**src/assert_macros.svh**
```systemverilog
// ---------------------------------------------------------------------------
// Assertion macros
// Shared concurrent assertion wrappers, clocked on the rising edge and
// disabled while the active-low reset is asserted.
// ---------------------------------------------------------------------------
`ifndef ASSERT_MACROS_SVH
`define ASSERT_MACROS_SVH

// Plain property, checked every clock edge outside reset.
`define ASSERT_CLK(lbl, clk, rst_n, prop, msg) \
  lbl: assert property (@(posedge clk) disable iff (!rst_n) (prop)) else $error(msg);

// Same-cycle implication.
`define ASSERT_IMP(lbl, clk, rst_n, ante, cons, msg) \
  lbl: assert property (@(posedge clk) disable iff (!rst_n) (ante) |-> (cons)) \
    else $error(msg);

// Next-cycle implication.
`define ASSERT_NXT(lbl, clk, rst_n, ante, cons, msg) \
  lbl: assert property (@(posedge clk) disable iff (!rst_n) (ante) |=> (cons)) \
    else $error(msg);

`endif

```
**src/prca_div.sv**
```systemverilog
// ---------------------------------------------------------------------------
// prca_div
// Restoring unsigned divider, one quotient bit per cycle.
// ---------------------------------------------------------------------------
`timescale 1ns / 1ps

module prca_div #(
  parameter int unsigned DVW = 27,  // dividend / quotient width
  parameter int unsigned NW  = 10   // divisor width
) (
  input  logic           clk_i,
  input  logic           rst_ni,
  input  logic           start_i,
  input  logic [DVW-1:0] dividend_i,
  input  logic [NW-1:0]  divisor_i,
  output logic [DVW-1:0] quotient_o,
  output logic           done_o
);

  localparam int unsigned CW = $clog2(DVW + 1);

  logic [DVW-1:0] quo_q;
  logic [NW-1:0]  rem_q;
  logic [NW-1:0]  div_q;
  logic [CW-1:0]  cnt_q;
  logic           busy_q;
  logic           done_q;
  logic [NW:0]    rem_sh;
  logic           fits;

  // Trial subtract
  assign rem_sh = {rem_q, quo_q[DVW-1]};
  assign fits   = rem_sh >= {1'b0, div_q};

  always_ff @(posedge clk_i or negedge rst_ni) begin
    if (!rst_ni) begin
      busy_q <= 1'b0;
      done_q <= 1'b0;
      cnt_q  <= '0;
    end else if (start_i) begin
      quo_q  <= dividend_i;
      rem_q  <= '0;
      div_q  <= divisor_i;
      cnt_q  <= '0;
      busy_q <= 1'b1;
      done_q <= 1'b0;
    end else if (busy_q) begin
      if (fits) begin
        rem_q <= NW'(rem_sh - {1'b0, div_q});
      end else begin
        rem_q <= rem_sh[NW-1:0];
      end
      quo_q <= {quo_q[DVW-2:0], fits};
      cnt_q <= cnt_q + 1'b1;
      if (cnt_q == CW'(DVW - 1)) begin
        busy_q <= 1'b0;
        done_q <= 1'b1;
      end
    end else begin
      done_q <= 1'b0;
    end
  end

  assign quotient_o = quo_q;
  assign done_o     = done_q;

endmodule

```
**config.mk**
```make
export PLATFORM = sky130hd
export DESIGN_NAME = prca_div
export DESIGN_NICKNAME = d
export VERILOG_FILES = /design/src/assert_macros.svh /design/src/prca_div.sv
export SDC_FILE = /design/constraint.sdc
export NUM_CORES = 1
export LEC_CHECK = 0
export ABC_AREA = 1
export BUFFER_PORTS_ARGS = -buffer_cell sky130_fd_sc_hd__buf_4
export CORE_MARGIN = 2
export CORE_UTILIZATION = 49
export DETAILED_ROUTE_END_ITERATION = 7
export PLACE_DENSITY = 0.76
export RECOVER_POWER = 100
export SLEW_MARGIN = 5
export SYNTH_ARGS = -nofsm -noshare
export SYNTH_HDL_FRONTEND = slang
export SYNTH_SLANG_ARGS = --single-unit
```
**constraint.sdc**
```tcl
create_clock -name clk_i -period 2 [get_ports clk_i]
set_input_delay 0.4 -clock clk_i [delete_from_list [all_inputs] [get_ports clk_i]]
set_output_delay 0.4 -clock clk_i [all_outputs]
set_load 0.1 [all_outputs]
```
==> results.sh <==
export IMPL_status="completed"
export IMPL_synth_area_um2=2960
export IMPL_nFillCells=483
export IMPL_crit_chain="ha_4 > nand2_1 > nor2_1 > nand3_2 > nand2_4 > nand2_8 > nand2_4 > nand2_1 > nand3_1 > o21ai_1"
export IMPL_grt_max_degree=29
export IMPL_hold_violations=0
export IMPL_worstPathMaxFanout=7
export IMPL_post_route_cell_area_um2=4000
export IMPL_ys_ff_latch=54
export IMPL_r2r_start="rem_q[5]$_SDFFCE_PP0P_"
export IMPL_cts_root_buf="clkbuf_8"
export IMPL_post_dp_hpwl_um=4700
export IMPL_n_antenna_cell=0
export IMPL_synthFlopType="edfxtp_1"
export IMPL_max_slew_margin_pct=25.9
export IMPL_peakVddDrop_v=0.000449
export IMPL_setup_viol=0
export IMPL_r2r_slack_ps=60
export IMPL_antenna_found_initial=0
export IMPL_synth_common_cells="152 x nand2_1, 50 x inv_1, 47 x edfxtp_1"
export IMPL_yosysUniqueCellTypes=26
export IMPL_clock_tree_buffer_depth=2
export IMPL_grt_pass1_wl_um=10700
export IMPL_wirelength_um=7150
export IMPL_numPortBuffers=67
export IMPL_drive_above_1_share_pct=31.8
export IMPL_dr_pass1_iters=4
export IMPL_yosysWarnings=0
export IMPL_reg2reg_depth=10
export IMPL_drc=0
export IMPL_synth_nets=406
export IMPL_worst_slew_pin_slew_ps=1110
export IMPL_startpoint="rem_q[5]$_SDFFCE_PP0P_"
export IMPL_dieWidth_um=81.8
export IMPL_cp_arrival_ps=2010
export IMPL_yosysMostFrequentCell="nand2_1"
export IMPL_nNetsFinal=499
export IMPL_via_per_inst=5.07
export IMPL_pin_count=68
export IMPL_hold_class="in -> reg"
export IMPL_finalWorstSetupSlack_ps=58.5
export IMPL_grt_pass1_vias=2355
export IMPL_area_delta_synth_final_pct=35.0
export IMPL_fin_skew_ps=7.55
export IMPL_cp_end_kind="flip-flop"
export IMPL_clock_sinks=54
export IMPL_tns_ps=0
export IMPL_max_stage_delay_ps=480
export IMPL_fin_crit_ps=1940
export IMPL_grt_ovfl_total=0
export IMPL_critPathKind="reg -> reg"
export IMPL_rr_endpoint="rem_q[1]$_SDFFCE_PP0P_"
export IMPL_die_h_um=81.8
export IMPL_design_core_area_um2=5890
export IMPL_fmax_ghz=0.515
export IMPL_vias=2649
export IMPL_synth_top_area_cell="edfxtp_1"
export IMPL_cpMaxStageDelayCell="edfxtp_1"
export IMPL_rows=28
export IMPL_initial_core_util_pct=50.4
export IMPL_cap_violations=0
export IMPL_wire_per_inst_um=13.7
export IMPL_crit_required_ps=2070
export IMPL_dp_cells=502
export IMPL_synth_edf_count=47
export IMPL_cts_tree="yes"
export IMPL_grt_util_all_layers_pct=21.0
export IMPL_place_area_um2=3660
export IMPL_powerDensity_nw_per_um2=815
export IMPL_start_kind="flip-flop"
export IMPL_crit_path_end="rem_q[1]$_SDFFCE_PP0P_"
export IMPL_ctsHoldBuffers=0
export IMPL_gp_congestion=0.854
export IMPL_drt_iter0_markers=126
export IMPL_leakage_nw=1.96
export IMPL_slew_violations=0
export IMPL_p_total_mw=3.26
export IMPL_post_route_period_util_pct=97.1
export IMPL_ys_seq_area_share_pct=53.5
export IMPL_htree_levels=2
export IMPL_die_area_um2=6690
export IMPL_async_flop_share_pct=13.0
export IMPL_post_place_ws_ps=-39.4
export IMPL_fin_cells=522
export IMPL_postSynthCellCount=353
export IMPL_clkLatencyLatePin_ps=310
export IMPL_numCtsBuffers=5
export IMPL_synthTopCellsByArea="edfxtp_1 48%, nand2_1 19%, inv_1 6.3%"
export IMPL_synth_area_per_cell_um2=8.40
export IMPL_clk_pin_slew_ps=100
export IMPL_yosysTopAreaCellShare_pct=47.6
export IMPL_antenna_left=0
-- flip-flops by register name, summed over array words and instances, names as in the netlist --
name / count
done_o: 1
rem_q: 10
quotient_o: 27
cnt_q: 5
div_q: 10
busy_q: 1
-- logic make-up after synthesis --
family | Yosys count | share of synthesized area [%]
fa+ha+maj | 13 | 5.74
simple gates | 208 | 28.9
compound gates | 16 | 2.74
flops | 54 | 53.5
buf+inv | 59 | 8.23
xor+xnor | 3 | 0.887
-- placed cells by master (no fill, tap or decap), types with 3 or more instances in the layout --
master    instances
o21ai_0           6
nand2_2          11
nand4_1           4
edfxtp_1         47
nand2_1         140
buf_4            49
inv_2             4
ha_4             10
clkbuf_8          5
nand2_4           4
clkbuf_4         10
nand3_1          19
clkbuf_1          3
clkbuf_2         29
inv_1            46
nor2_2            3
nand3_2           5
nand3b_1          5
a21oi_1           6
nor2_1           10
dfrtp_1           7
-- per-layer routing --
layer  up-vias  track usage, %  part of all wire [%]  routed length, um
met5         -               0                     0                  0
met4         0            7.83                   2.9                206
met1      1223            28.0                    41               2960
met3        20            5.38                   6.7                482
li1       1313               -                     -                  -
met2        93            33.0                    49               3510
-- final cells by class --
class | count | area [um^2] | area share, %
Tap cell | 75 | 93.8 | 2.35
Clock inverter | 3 | 21.3 | 0.532
Timing Repair Buffer | 93 | 622 | 15.5
Sequential cell | 54 | 1590 | 39.6
Inverter | 50 | 188 | 4.69
Multi-Input combinational cell | 242 | 1420 | 35.5
Clock buffer | 5 | 68.8 | 1.72
-- report_power, final --
| group | total (mW) | internal, mW | switching (mW) |
|---|---|---|---|
| combinational | 1.24 | 0.442 | 0.798 |
| clock | 0.614 | 0.247 | 0.367 |
| sequential | 1.41 | 1.34 | 0.0648 |
| total | 3.26 | 2.03 | 1.23 |
-- worst max-delay path: cells and delay by family, from the launching register on --
kind                     cells  cell delay, ps
adder cells (fa/ha/maj)      1             330
AO/OA/AOI/OAI                1              60
flip-flops                   1             480
AND/OR/NAND/NOR              8             830
-- metrics by stage --
stage	util, %	hold WS [ps]
2_1_floorplan	-	104
3_3_place_gp	62.2	434
3_5_place_dp	62.2	437
4_1_cts	64.1	94.2
5_1_grt	68.0	262
6_report	68.0	283
-- worst min-delay path by stage --
stage                       from                    to  depth (start not counted)
floorplan                 rst_ni      busy_q$_DFF_PN0_                          0
global placement          rst_ni  cnt_q[0]$_DFFE_PN0N_                          2
detailed placement        rst_ni  cnt_q[1]$_DFFE_PN0N_                          2
CTS                       rst_ni    done_o$_DFFE_PN0P_                          2
global route        divisor_i[0]    div_q[0]$_DFFE_PP_                          1
finish              divisor_i[0]    div_q[0]$_DFFE_PP_                          1
-- timing repair --
| action | 4_1_cts | 5_1_grt |
|---|---|---|
| cloned | 0 | 2 |
| gates resized for setup | 3 | 40 |
| buffers inserted | 0 | 10 |
| pin swaps | 0 | 20 |
| setup endpoints to repair | 10 | 10 |
Note: power is estimated with default switching activity, not from simulation.
