[src/assert_macros.svh]
// ---------------------------------------------------------------------------
// Assertion macros
// Shared concurrent assertion wrappers, clocked on the rising edge and
// disabled while the active-low reset is asserted.
// ---------------------------------------------------------------------------
`ifndef ASSERT_MACROS_SVH
`define ASSERT_MACROS_SVH

// Plain property, checked every clock edge outside reset.
`define ASSERT_CLK(lbl, clk, rst_n, prop, msg) \
  lbl: assert property (@(posedge clk) disable iff (!rst_n) (prop)) else $error(msg);

// Same-cycle implication.
`define ASSERT_IMP(lbl, clk, rst_n, ante, cons, msg) \
  lbl: assert property (@(posedge clk) disable iff (!rst_n) (ante) |-> (cons)) \
    else $error(msg);

// Next-cycle implication.
`define ASSERT_NXT(lbl, clk, rst_n, ante, cons, msg) \
  lbl: assert property (@(posedge clk) disable iff (!rst_n) (ante) |=> (cons)) \
    else $error(msg);

`endif

[src/prca_ram.sv]
// ---------------------------------------------------------------------------
// prca_ram
// Simple dual port RAM, one write and one read port, registered read.
// ---------------------------------------------------------------------------
`timescale 1ns / 1ps

module prca_ram #(
  parameter int unsigned WIDTH = 8,
  parameter int unsigned DEPTH = 16,
  localparam int unsigned AW   = (DEPTH > 1) ? $clog2(DEPTH) : 1
) (
  input  logic             clk_i,
  input  logic             we_i,
  input  logic [AW-1:0]    waddr_i,
  input  logic [WIDTH-1:0] wdata_i,
  input  logic             re_i,
  input  logic [AW-1:0]    raddr_i,
  output logic [WIDTH-1:0] rdata_o
);

  logic [WIDTH-1:0] mem [DEPTH];

  // Write port
  always_ff @(posedge clk_i) begin
    if (we_i) begin
      mem[waddr_i] <= wdata_i;
    end
  end

  // Registered read port
  always_ff @(posedge clk_i) begin
    if (re_i) begin
      rdata_o <= mem[raddr_i];
    end
  end

endmodule

[config.mk]
export PLATFORM = sky130hd
export DESIGN_NAME = prca_ram
export DESIGN_NICKNAME = d
export VERILOG_FILES = /design/src/assert_macros.svh /design/src/prca_ram.sv
export SDC_FILE = /design/constraint.sdc
export NUM_CORES = 1
export LEC_CHECK = 0
export ABC_CLOCK_PERIOD_IN_PS = 1800
export BUFFER_PORTS_ARGS = -buffer_cell sky130_fd_sc_hd__buf_2
export CAP_MARGIN = 10
export CORE_ASPECT_RATIO = 0.75
export CORE_MARGIN = 2
export CORE_UTILIZATION = 30
export DETAILED_ROUTE_END_ITERATION = 8
export SLEW_MARGIN = 20
export SYNTH_ARGS = -nofsm -noshare
export SYNTH_HDL_FRONTEND = slang
export SYNTH_SLANG_ARGS = --single-unit
[constraint.sdc]
create_clock -name clk_i -period 1.8 [get_ports clk_i]
set_input_delay 0.36 -clock clk_i [delete_from_list [all_inputs] [get_ports clk_i]]
set_output_delay 0.36 -clock clk_i [all_outputs]
set_load 0.01 [all_outputs]
==> impl_metrics.toml, run 1 <==
[synthesis]
synth_adder_area_share_pct = 0
synth_seq_cells = 136
synth_top_family_by_area = "multiplexers"
synthMuxAreaShare_pct = 14.79
synth_cells = 229
avgSynthCellArea_um2 = 22.83
synthXorXnorAreaFrac_pct = 0
yosys.area_share.simple_pct = 3.135
synth_nets = 248
seq_area_frac_synth_pct = 78.12
synth.cell_area_mm2 = 0.005228
synth-compound-area-share_pct = 2.298
yosysWarnings = 0
synth_cell_types = 18

[floorplanning]
start_util_pct = 30.88
num_rows = 41
core_area_mm2 = 0.01693
fp.dieW_um = 156.4
fp.dieH_um = 118.3
die_area_mm2 = 0.01851
io_pins = 27

[sta]
maxSlewHeadroom_pct = 45.93
max_freq_mhz = 630.8
slew_viol_final = 0
setup_viol = 0
finalCriticalPeriod_ns = 1.585
rsz0062_at_grt = "no"
finalCritPeriodShare_pct = 88.08
finClkSkew_ns = 0.008239
worst-slew-pin-transition_ns = 0.8080
final-hold-violation-count = 0
setup_ws_ns = 0.2146

[global_route]
grt_max_degree = 17
grt_use_total_pct = 12.29
antenna_found_initial = 0
grt_pass1_wl_um = 16240
grt_pass1_vias = 2615
grt-ovfl-total = 0

[cells_and_area]
final_area_mm2 = 0.006432
fin_nets = 314
drive_gt1_share_pct = 35.06
areaGrowthSynthToFinish_pct = 23.05
antenna_cells = 0
final.fill_count = 1519

[worst_hold_path]
hold_depth = 1
min_path_type = "input pin to flip-flop"

[pwr]
power_density_mw_per_mm2 = 1146
vdd_drop_max_mv = 0.4552
leakage_nw = 2.177

[detailed_routing]
wl_per_cell_um = 19.94
drc = 0
vias_per_cell = 4.704
drt_iter0_markers = 270
num_vias = 2460
wl_um = 10430
drt_pass1_iterations = 5
antenna_left = 0

[place]
routabilityCongestion = 0.7715
placed_cell_area_mm2 = 0.005841
dp_slack_ns = -0.1390
port_buffers = 26
hpwlAfterDp_um = 7029

[critical_path]
regToRegSetupSlack_ns = 0.21
path_cells = "mux4_1, a22oi_1, nand2_1"
rr_worst_depth = 3
arrival_ns = 1.73
cpPeakStageDelay_ns = 0.52
cpMaxStageDelayCell = "mux4_1"
path_depth = 3
critPathKind = "flip-flop to flip-flop"
end_kind = "flip-flop"
start_kind = "flip-flop"
required_ns = 1.95
crit_buf_inv = 0
cp_max_fo = 1
cp_top_family = "multiplexers"

[cts]
cts_resized = 0
hold_buffers = 0
h-tree-depth = 4
cts_tree = "yes"
clkLatencyLatePin_ns = 0.41
clk_pin_slew_ns = 0.06
clock-root-buffer = "clkbuf_16"
post_cts_buffers = 0
max-clock-path-buffers = 2
cts.sinks = 136
cts_buffers = 17

[run_status]
outcome = "finished clean"

[flow_run]
maxCapViolCount = 0
==> cell usage after synthesis <==
cell type        count  share of area (%)
a22oi_1             16                2.3
edfxtp_1           136                 78
nand3b_1             2               0.29
and2b_1              1               0.14
nand2_1              9               0.65
and2_1               1               0.12
clkdlybuf4s25_2      3               0.57
nor3_1               4               0.38
nor2b_1              1               0.12
mux4_2              18                7.8
nand2b_1             2               0.24
buf_4                1               0.14
or3b_2               1               0.17
buf_6                3               0.65
mux4_1              14                7.0
buf_2                3               0.29
nor2_1              13               0.93
nand3_1              1              0.096
==> power breakdown <==
group | total, mW | leakage (nW) | switching (mW) | internal, mW
logic | 0.368 | 0.657 | 0.204 | 0.163
clock network | 3.42 | 0.283 | 1.35 | 2.07
registers | 3.58 | 1.24 | 0.0167 | 3.57
==> metrics by stage <==
| stage | instances | total power [mW] | hold WS, ns | TNS, ns | util, % |
|---|---|---|---|---|---|
| 3_5_place_dp | 491 | 4.024 | 0.7319 | -0.7987 | 34.50 |
| 5_1_grt | 523 | 7.615 | 0.3114 | 0 | 38.00 |
| 2_1_floorplan | 229 | 3.836 | 0.4589 | 0 | - |
| 6_report | 523 | 7.372 | 0.3178 | 0 | 38.00 |
| 4_1_cts | 523 | 7.426 | 0.3073 | 0 | 38.00 |
| 3_3_place_gp | 491 | 4.016 | 0.7259 | -0.7076 | 34.50 |
==> metal layers <==
layer	up-vias	global-route usage (%)	routed length, um	part of all wire (%)
met1	1264	18.29	5013	48
met4	0	4.128	46	0.44
met5	-	0	0	0
li1	1115	-	-	-
met3	5	3.300	674	6.5
met2	76	17.37	4694	45
==> worst paths after layout <==
path                                             end                  from
worst max-delay path            rdata_o[2]$_DFFE_PP_   mem[1][2]$_DFFE_PP_
worst min-delay path            rdata_o[7]$_DFFE_PP_                  re_i
worst max register to register  rdata_o[2]$_DFFE_PP_   mem[1][2]$_DFFE_PP_
worst min register to register  rdata_o[2]$_DFFE_PP_  mem[15][2]$_DFFE_PP_
==> cells by family (layout without fill, tap and decap cells) <==
group,Yosys count,in the layout
DFF,136,136
and+or+nand+nor,35,35
muxes,32,32
AOI/OAI and AO/OA,16,16
buffers and inverters,10,89
==> placed cells by master (no fill, tap or decap) <==
master,synthesis,routed
clkbuf_16,0,17
and2b_1,1,1
nor3_2,0,1
bufinv_16,0,2
or3b_2,1,1
clkinvlp_4,0,2
inv_6,0,6
a22oi_1,16,16
nand3b_1,2,2
mux4_1,14,14
buf_12,0,5
clkinv_4,0,4
nor3_1,4,3
nand2b_1,2,2
mux4_2,18,18
edfxtp_1,136,136
buf_2,3,26
nand3_1,1,1
nand2_1,9,9
nor2_1,13,13
nor2b_1,1,1
clkinv_1,0,1
buf_4,1,26
and2_1,1,1
==> registers in the layout (all words and copies together) (netlist names) <==
signal,cells
rdata_o,8
mem,128
==> area by class of cell <==
class / instances / area, um2 / area share [%]
clock buffer: 17 / 425.4 / 6.613
clock inverter: 15 / 166.4 / 2.587
multi-input combinational: 83 / 1062 / 16.51
sequential: 136 / 4084 / 63.49
tap: 215 / 269.0 / 4.182
timing repair buffer: 57 / 425.4 / 6.613
Note: power is estimated with default switching activity, not from simulation.
==> run 2, diff against run 1 <==
--- a/config.mk
+++ b/config.mk
@@ -5,7 +5,7 @@
 export SDC_FILE = /design/constraint.sdc
 export NUM_CORES = 1
 export LEC_CHECK = 0
-export ABC_CLOCK_PERIOD_IN_PS = 1800
+export ABC_CLOCK_PERIOD_IN_PS = 1900
 export BUFFER_PORTS_ARGS = -buffer_cell sky130_fd_sc_hd__buf_2
 export CAP_MARGIN = 10
 export CORE_ASPECT_RATIO = 0.75
==> constraint.sdc (replaced) <==
create_clock -name clk_i -period 1.9 [get_ports clk_i]
set_input_delay 0.38 -clock clk_i [delete_from_list [all_inputs] [get_ports clk_i]]
set_output_delay 0.38 -clock clk_i [all_outputs]
set_load 0.01 [all_outputs]
==> run 2 against run 1 <==
Clock skew hardly changed; cell area hardly changed; non-clock buffer count is 2 lower; setup slack better by 0.13 ns; flip-flop and latch count stayed put; via count is 1.9% higher; critical path depth stayed put; register-to-register slack better by 0.13 ns; largest cell class unchanged; fmax is 1.7% higher; worst hold slack better by 0.021 ns.
==> impl_metrics.toml, run 2 (same netlist as run 1, synthesis figures left out) <==
[run_status]
outcome = "finished clean"

[place]
port_buffers = 26
routabilityCongestion = 0.6869
hpwlAfterDp_um = 6983
dp_cells = 489
placed_cell_area_mm2 = 0.005796

[sta]
maxSlewHeadroom_pct = 45.11
finalCritPeriodShare_pct = 82.05
rsz0062_at_grt = "no"
setup_viol = 0
whs_ns = 0.3388
worst-slew-pin-transition_ns = 0.8203
final-hold-violation-count = 0
finClkSkew_ns = 0.007804
max_freq_mhz = 641.4
slew_viol_final = 0
finalCriticalPeriod_ns = 1.559

[detailed_routing]
drc = 0
vias_per_cell = 4.810
drt_pass1_iterations = 4
num_vias = 2506
wl_per_cell_um = 21.05
wl_um = 10970
antenna_left = 0
drt_iter0_markers = 285

[critical_path]
cpPeakStageDelay_ns = 0.54
arrival_ns = 1.71
cpMaxStageDelayCell = "mux4_1"
cp_max_fo = 1
regToRegSetupSlack_ns = 0.34
path_depth = 3
crit_buf_inv = 0
required_ns = 2.05
end_kind = "flip-flop"
rr_worst_depth = 3
cp_top_family = "multiplexers"
path_cells = "mux4_1, a22oi_1, nand2_1"
critPathKind = "flip-flop to flip-flop"
start_kind = "flip-flop"

[global_route]
grt_use_total_pct = 12.66
met3_usage_pct = 4.400
use_met1_pct = 18.39
grt_pass1_vias = 2565
grt_pass1_wl_um = 16460
grt_max_degree = 25
grt-ovfl-total = 0
busiest_layer = "met1"
antenna_found_initial = 0
met2_usage_pct = 17.95

[cts]
h-tree-depth = 4
max-clock-path-buffers = 2
cts.sinks = 136
post_cts_buffers = 0
hold_buffers = 0
clkLatencyLatePin_ns = 0.41
clock-root-buffer = "clkbuf_16"
cts_resized = 0
cts_tree = "yes"
cts_buffers = 17
clk_pin_slew_ns = 0.06

[cells_and_area]
drive_gt1_share_pct = 33.99
final_common_cell = "edfxtp_1"
areaGrowthSynthToFinish_pct = 23.03
fin_nets = 312
final_area_mm2 = 0.006431
largest_register_ffs = 128
final_cell_mix = "edfxtp_1, buf_2, buf_4"
antenna_cells = 0
top_regs = "mem: 128 flops, rdata_o: 8 flops"
fin_cells = 521
final.fill_count = 1519
regMostFlops = "mem"

[flow_run]
maxCapViolCount = 0

[worst_hold_path]
min_path_type = "input pin to flip-flop"
hold_depth = 1

[pwr]
vdd_drop_max_mv = 0.6170
power_density_mw_per_mm2 = 1128
total_power_mw = 7.255
leakage_nw = 2.181

[floorplanning]
num_rows = 41
start_util_pct = 30.88
fp.dieH_um = 118.3
io_pins = 27
fp.dieW_um = 156.4
die_area_mm2 = 0.01851
core_area_mm2 = 0.01693
## run 2: final cells by class
| class | instances | area [um2] | share of cell area [%] |
|---|---|---|---|
| Clock buffer | 19 | 432.9 | 6.732 |
| Sequential cell | 136 | 4084 | 63.50 |
| Multi-Input combinational cell | 83 | 1057 | 16.44 |
| Tap cell | 215 | 269.0 | 4.183 |
| Timing Repair Buffer | 55 | 385.4 | 5.992 |
| Clock inverter | 13 | 202.7 | 3.152 |
## run 2: per-layer routing
| metal | wire length [um] | part of all wire (%) | vias to the layer above |
|---|---|---|---|
| met5 | 0 | 0 | - |
| met1 | 5171 | 47 | 1294 |
| met2 | 4896 | 45 | 88 |
| met4 | 111 | 1.0 | 0 |
| li1 | - | - | 1112 |
| met3 | 787 | 7.2 | 12 |
## run 2: final timing paths
kind	startpoint	endpoint
worst min register to register	mem[15][6]$_DFFE_PP_	rdata_o[6]$_DFFE_PP_
worst min-delay path	re_i	rdata_o[3]$_DFFE_PP_
worst max-delay path	mem[5][1]$_DFFE_PP_	rdata_o[1]$_DFFE_PP_
worst max register to register	mem[5][1]$_DFFE_PP_	rdata_o[1]$_DFFE_PP_
## run 2: report_power, final
part	switching [mW]	internal [mW]
combinational	0.192	0.145
clock	1.20	2.32
sequential	0.0147	3.38
## run 2: through the flow
stage               utilization (%)  worst slack (ns)  TNS (ns)
global placement              34.24          -0.06091   -0.1462
finish                        37.99            0.3410         0
CTS                           37.99            0.3815         0
detailed placement            34.24          -0.04492   -0.1651
global route                  37.99            0.2963         0
floorplan                         -           0.02713         0
==> run 3, diff against run 2 <==
--- a/config.mk
+++ b/config.mk
@@ -5,7 +5,7 @@
 export SDC_FILE = /design/constraint.sdc
 export NUM_CORES = 1
 export LEC_CHECK = 0
-export ABC_CLOCK_PERIOD_IN_PS = 1900
+export ABC_CLOCK_PERIOD_IN_PS = 1420
 export BUFFER_PORTS_ARGS = -buffer_cell sky130_fd_sc_hd__buf_2
 export CAP_MARGIN = 10
 export CORE_ASPECT_RATIO = 0.75
==> constraint.sdc (replaced) <==
create_clock -name clk_i -period 1.42 [get_ports clk_i]
set_input_delay 0.284 -clock clk_i [delete_from_list [all_inputs] [get_ports clk_i]]
set_output_delay 0.284 -clock clk_i [all_outputs]
set_load 0.01 [all_outputs]
==> run 3 against run 2 <==
The run now ends with negative setup slack left; via count up 3.9%; worst hold slack worse by 0.083 ns; sequential share of layout area decreased by 1.1 points; critical path depth unchanged; register-to-register slack worse by 0.37 ns; combinational power rose by 54%; clock-buffer cell count is the same; die area did not move; non-clock buffer count rose by 19; largest cell class unchanged; largest power group is now sequential cells.
==> impl_metrics.toml, run 3 (same netlist as run 1, synthesis figures left out) <==
[cts]
cts_tree = "yes"
clkLatencyLatePin_ns = 0.41
clock-root-buffer = "clkbuf_16"
h-tree-depth = 4
cts.sinks = 136
cts_buffers = 17
max-clock-path-buffers = 2
clk_pin_slew_ns = 0.06

[floorplanning]
core_area_mm2 = 0.01693
io_pins = 27
start_util_pct = 30.88
die_area_mm2 = 0.01851
num_rows = 41
fp.dieH_um = 118.3
fp.dieW_um = 156.4

[cells_and_area]
regMostFlops = "mem"
drive_gt1_share_pct = 43.38
largest_register_ffs = 128
final_area_mm2 = 0.006540
final_cell_mix = "edfxtp_1, buf_4, mux4_2"
fin_nets = 331
final_common_cell = "edfxtp_1"
antenna_cells = 0
final.fill_count = 1534
top_regs = "mem: 128 flops, rdata_o: 8 flops"
areaGrowthSynthToFinish_pct = 25.11

[place]
port_buffers = 26
routabilityCongestion = 0.7572
placed_cell_area_mm2 = 0.005882
hpwlAfterDp_um = 7112
dp_slack_ns = -0.4589

[sta]
max_freq_mhz = 689.0
finClkSkew_ns = 0.008494
whs_ns = 0.2562
maxSlewHeadroom_pct = 33.47
tns_ns = -0.03146
setup_viol = 1
worst-slew-pin-transition_ns = 0.9959
slew_viol_final = 0
rsz0062_at_grt = "yes"
final-hold-violation-count = 0
setup_ws_ns = -0.03146
finalCriticalPeriod_ns = 1.451
finalCritPeriodShare_pct = 102.2

[critical_path]
critPathKind = "flip-flop to flip-flop"
required_ns = 1.58
end_kind = "flip-flop"
arrival_ns = 1.61
start_kind = "flip-flop"
cp_max_fo = 1
regToRegSetupSlack_ns = -0.03

[detailed_routing]
num_vias = 2603
met1Wirelength_um = 5158
drt_pass1_iterations = 4
wl_met3_um = 648
wl_per_cell_um = 20.41
wl_um = 11020
vias_per_cell = 4.820
drt_iter0_markers = 284
wl_met2_um = 5117
drc = 0
antenna_left = 0
top_layer_used = "met4"

[pwr]
power_density_mw_per_mm2 = 1413
leakage_nw = 2.186
vdd_drop_max_mv = 0.5614

[run_status]
violations = "negative setup slack"
outcome = "complete, but fails checks"

[global_route]
grt-ovfl-total = 0
grt_use_total_pct = 12.84
grt_pass1_wl_um = 16760
grt_max_degree = 20
antenna_found_initial = 0
grt_pass1_vias = 2768

[flow_run]
maxCapViolCount = 0

[worst_hold_path]
min_path_type = "input pin to flip-flop"
[run 3: cell count changes in the layout (fill, tap and decap cells not counted), sizes merged]
| cell | delta |
|---|---|
| clkinvlp | +2 |
| clkinv | +1 |
| buf | +19 |
| bufinv | -3 |
[run 3: repair_timing]
action | 4_1_cts | 5_1_grt
hold buffers | 0 | 0
buffers inserted | 0 | 10
endpoints found under the setup margin | 3 | 7
resized for setup | 2 | 4
[run 3: routing by layer]
metal  vias up  GRT usage [%]
li1       1135              -
met1      1371          18.24
met2        86          18.50
met3        11          4.657
met4         0          3.727
met5         -              0
[run 3: stage by stage]
step / power (mW) / utilization, % / instances
after floorplan: 4.884 / - / 229
after global placement: 5.116 / 34.75 / 500
after detailed placement: 5.129 / 34.75 / 500
after CTS: 9.279 / 38.05 / 530
after global routing: 9.577 / 38.63 / 540
final: 9.243 / 38.63 / 540
[run 3: layout make-up]
type | instances | area [um2] | share of cell area, %
flip-flops and latches | 136 | 4084 | 62.45
multi-input cells | 83 | 1045 | 15.97
repair buffers | 74 | 578.1 | 8.839
clock buffers | 19 | 432.9 | 6.619
well taps | 215 | 269.0 | 4.113
clock inverters | 13 | 131.4 | 2.009
[run 3: power by group]
part	total [mW]	internal [mW]	leakage [nW]	switching [mW]
registers	4.55	4.52	1.24	0.0250
clock network	4.17	2.56	0.259	1.61
logic	0.520	0.249	0.691	0.271
[run 3: path summary, 6_finish.rpt]
| path | start | to | cells after the start |
|---|---|---|---|
| setup / recovery | mem[11][5]$_DFFE_PP_ | rdata_o[5]$_DFFE_PP_ | 3 |
| hold / removal | wdata_i[0] | mem[6][0]$_DFFE_PP_ | 1 |
| setup reg to reg | mem[11][5]$_DFFE_PP_ | rdata_o[5]$_DFFE_PP_ | 3 |
| hold reg to reg | mem[6][7]$_DFFE_PP_ | rdata_o[7]$_DFFE_PP_ | 3 |
[run 3: critical path, cell delays in order (launching register included)]
cell	delay (ns)
edfxtp_1	0.36
mux4_2	0.49
a22oi_2	0.25
nand2_1	0.10
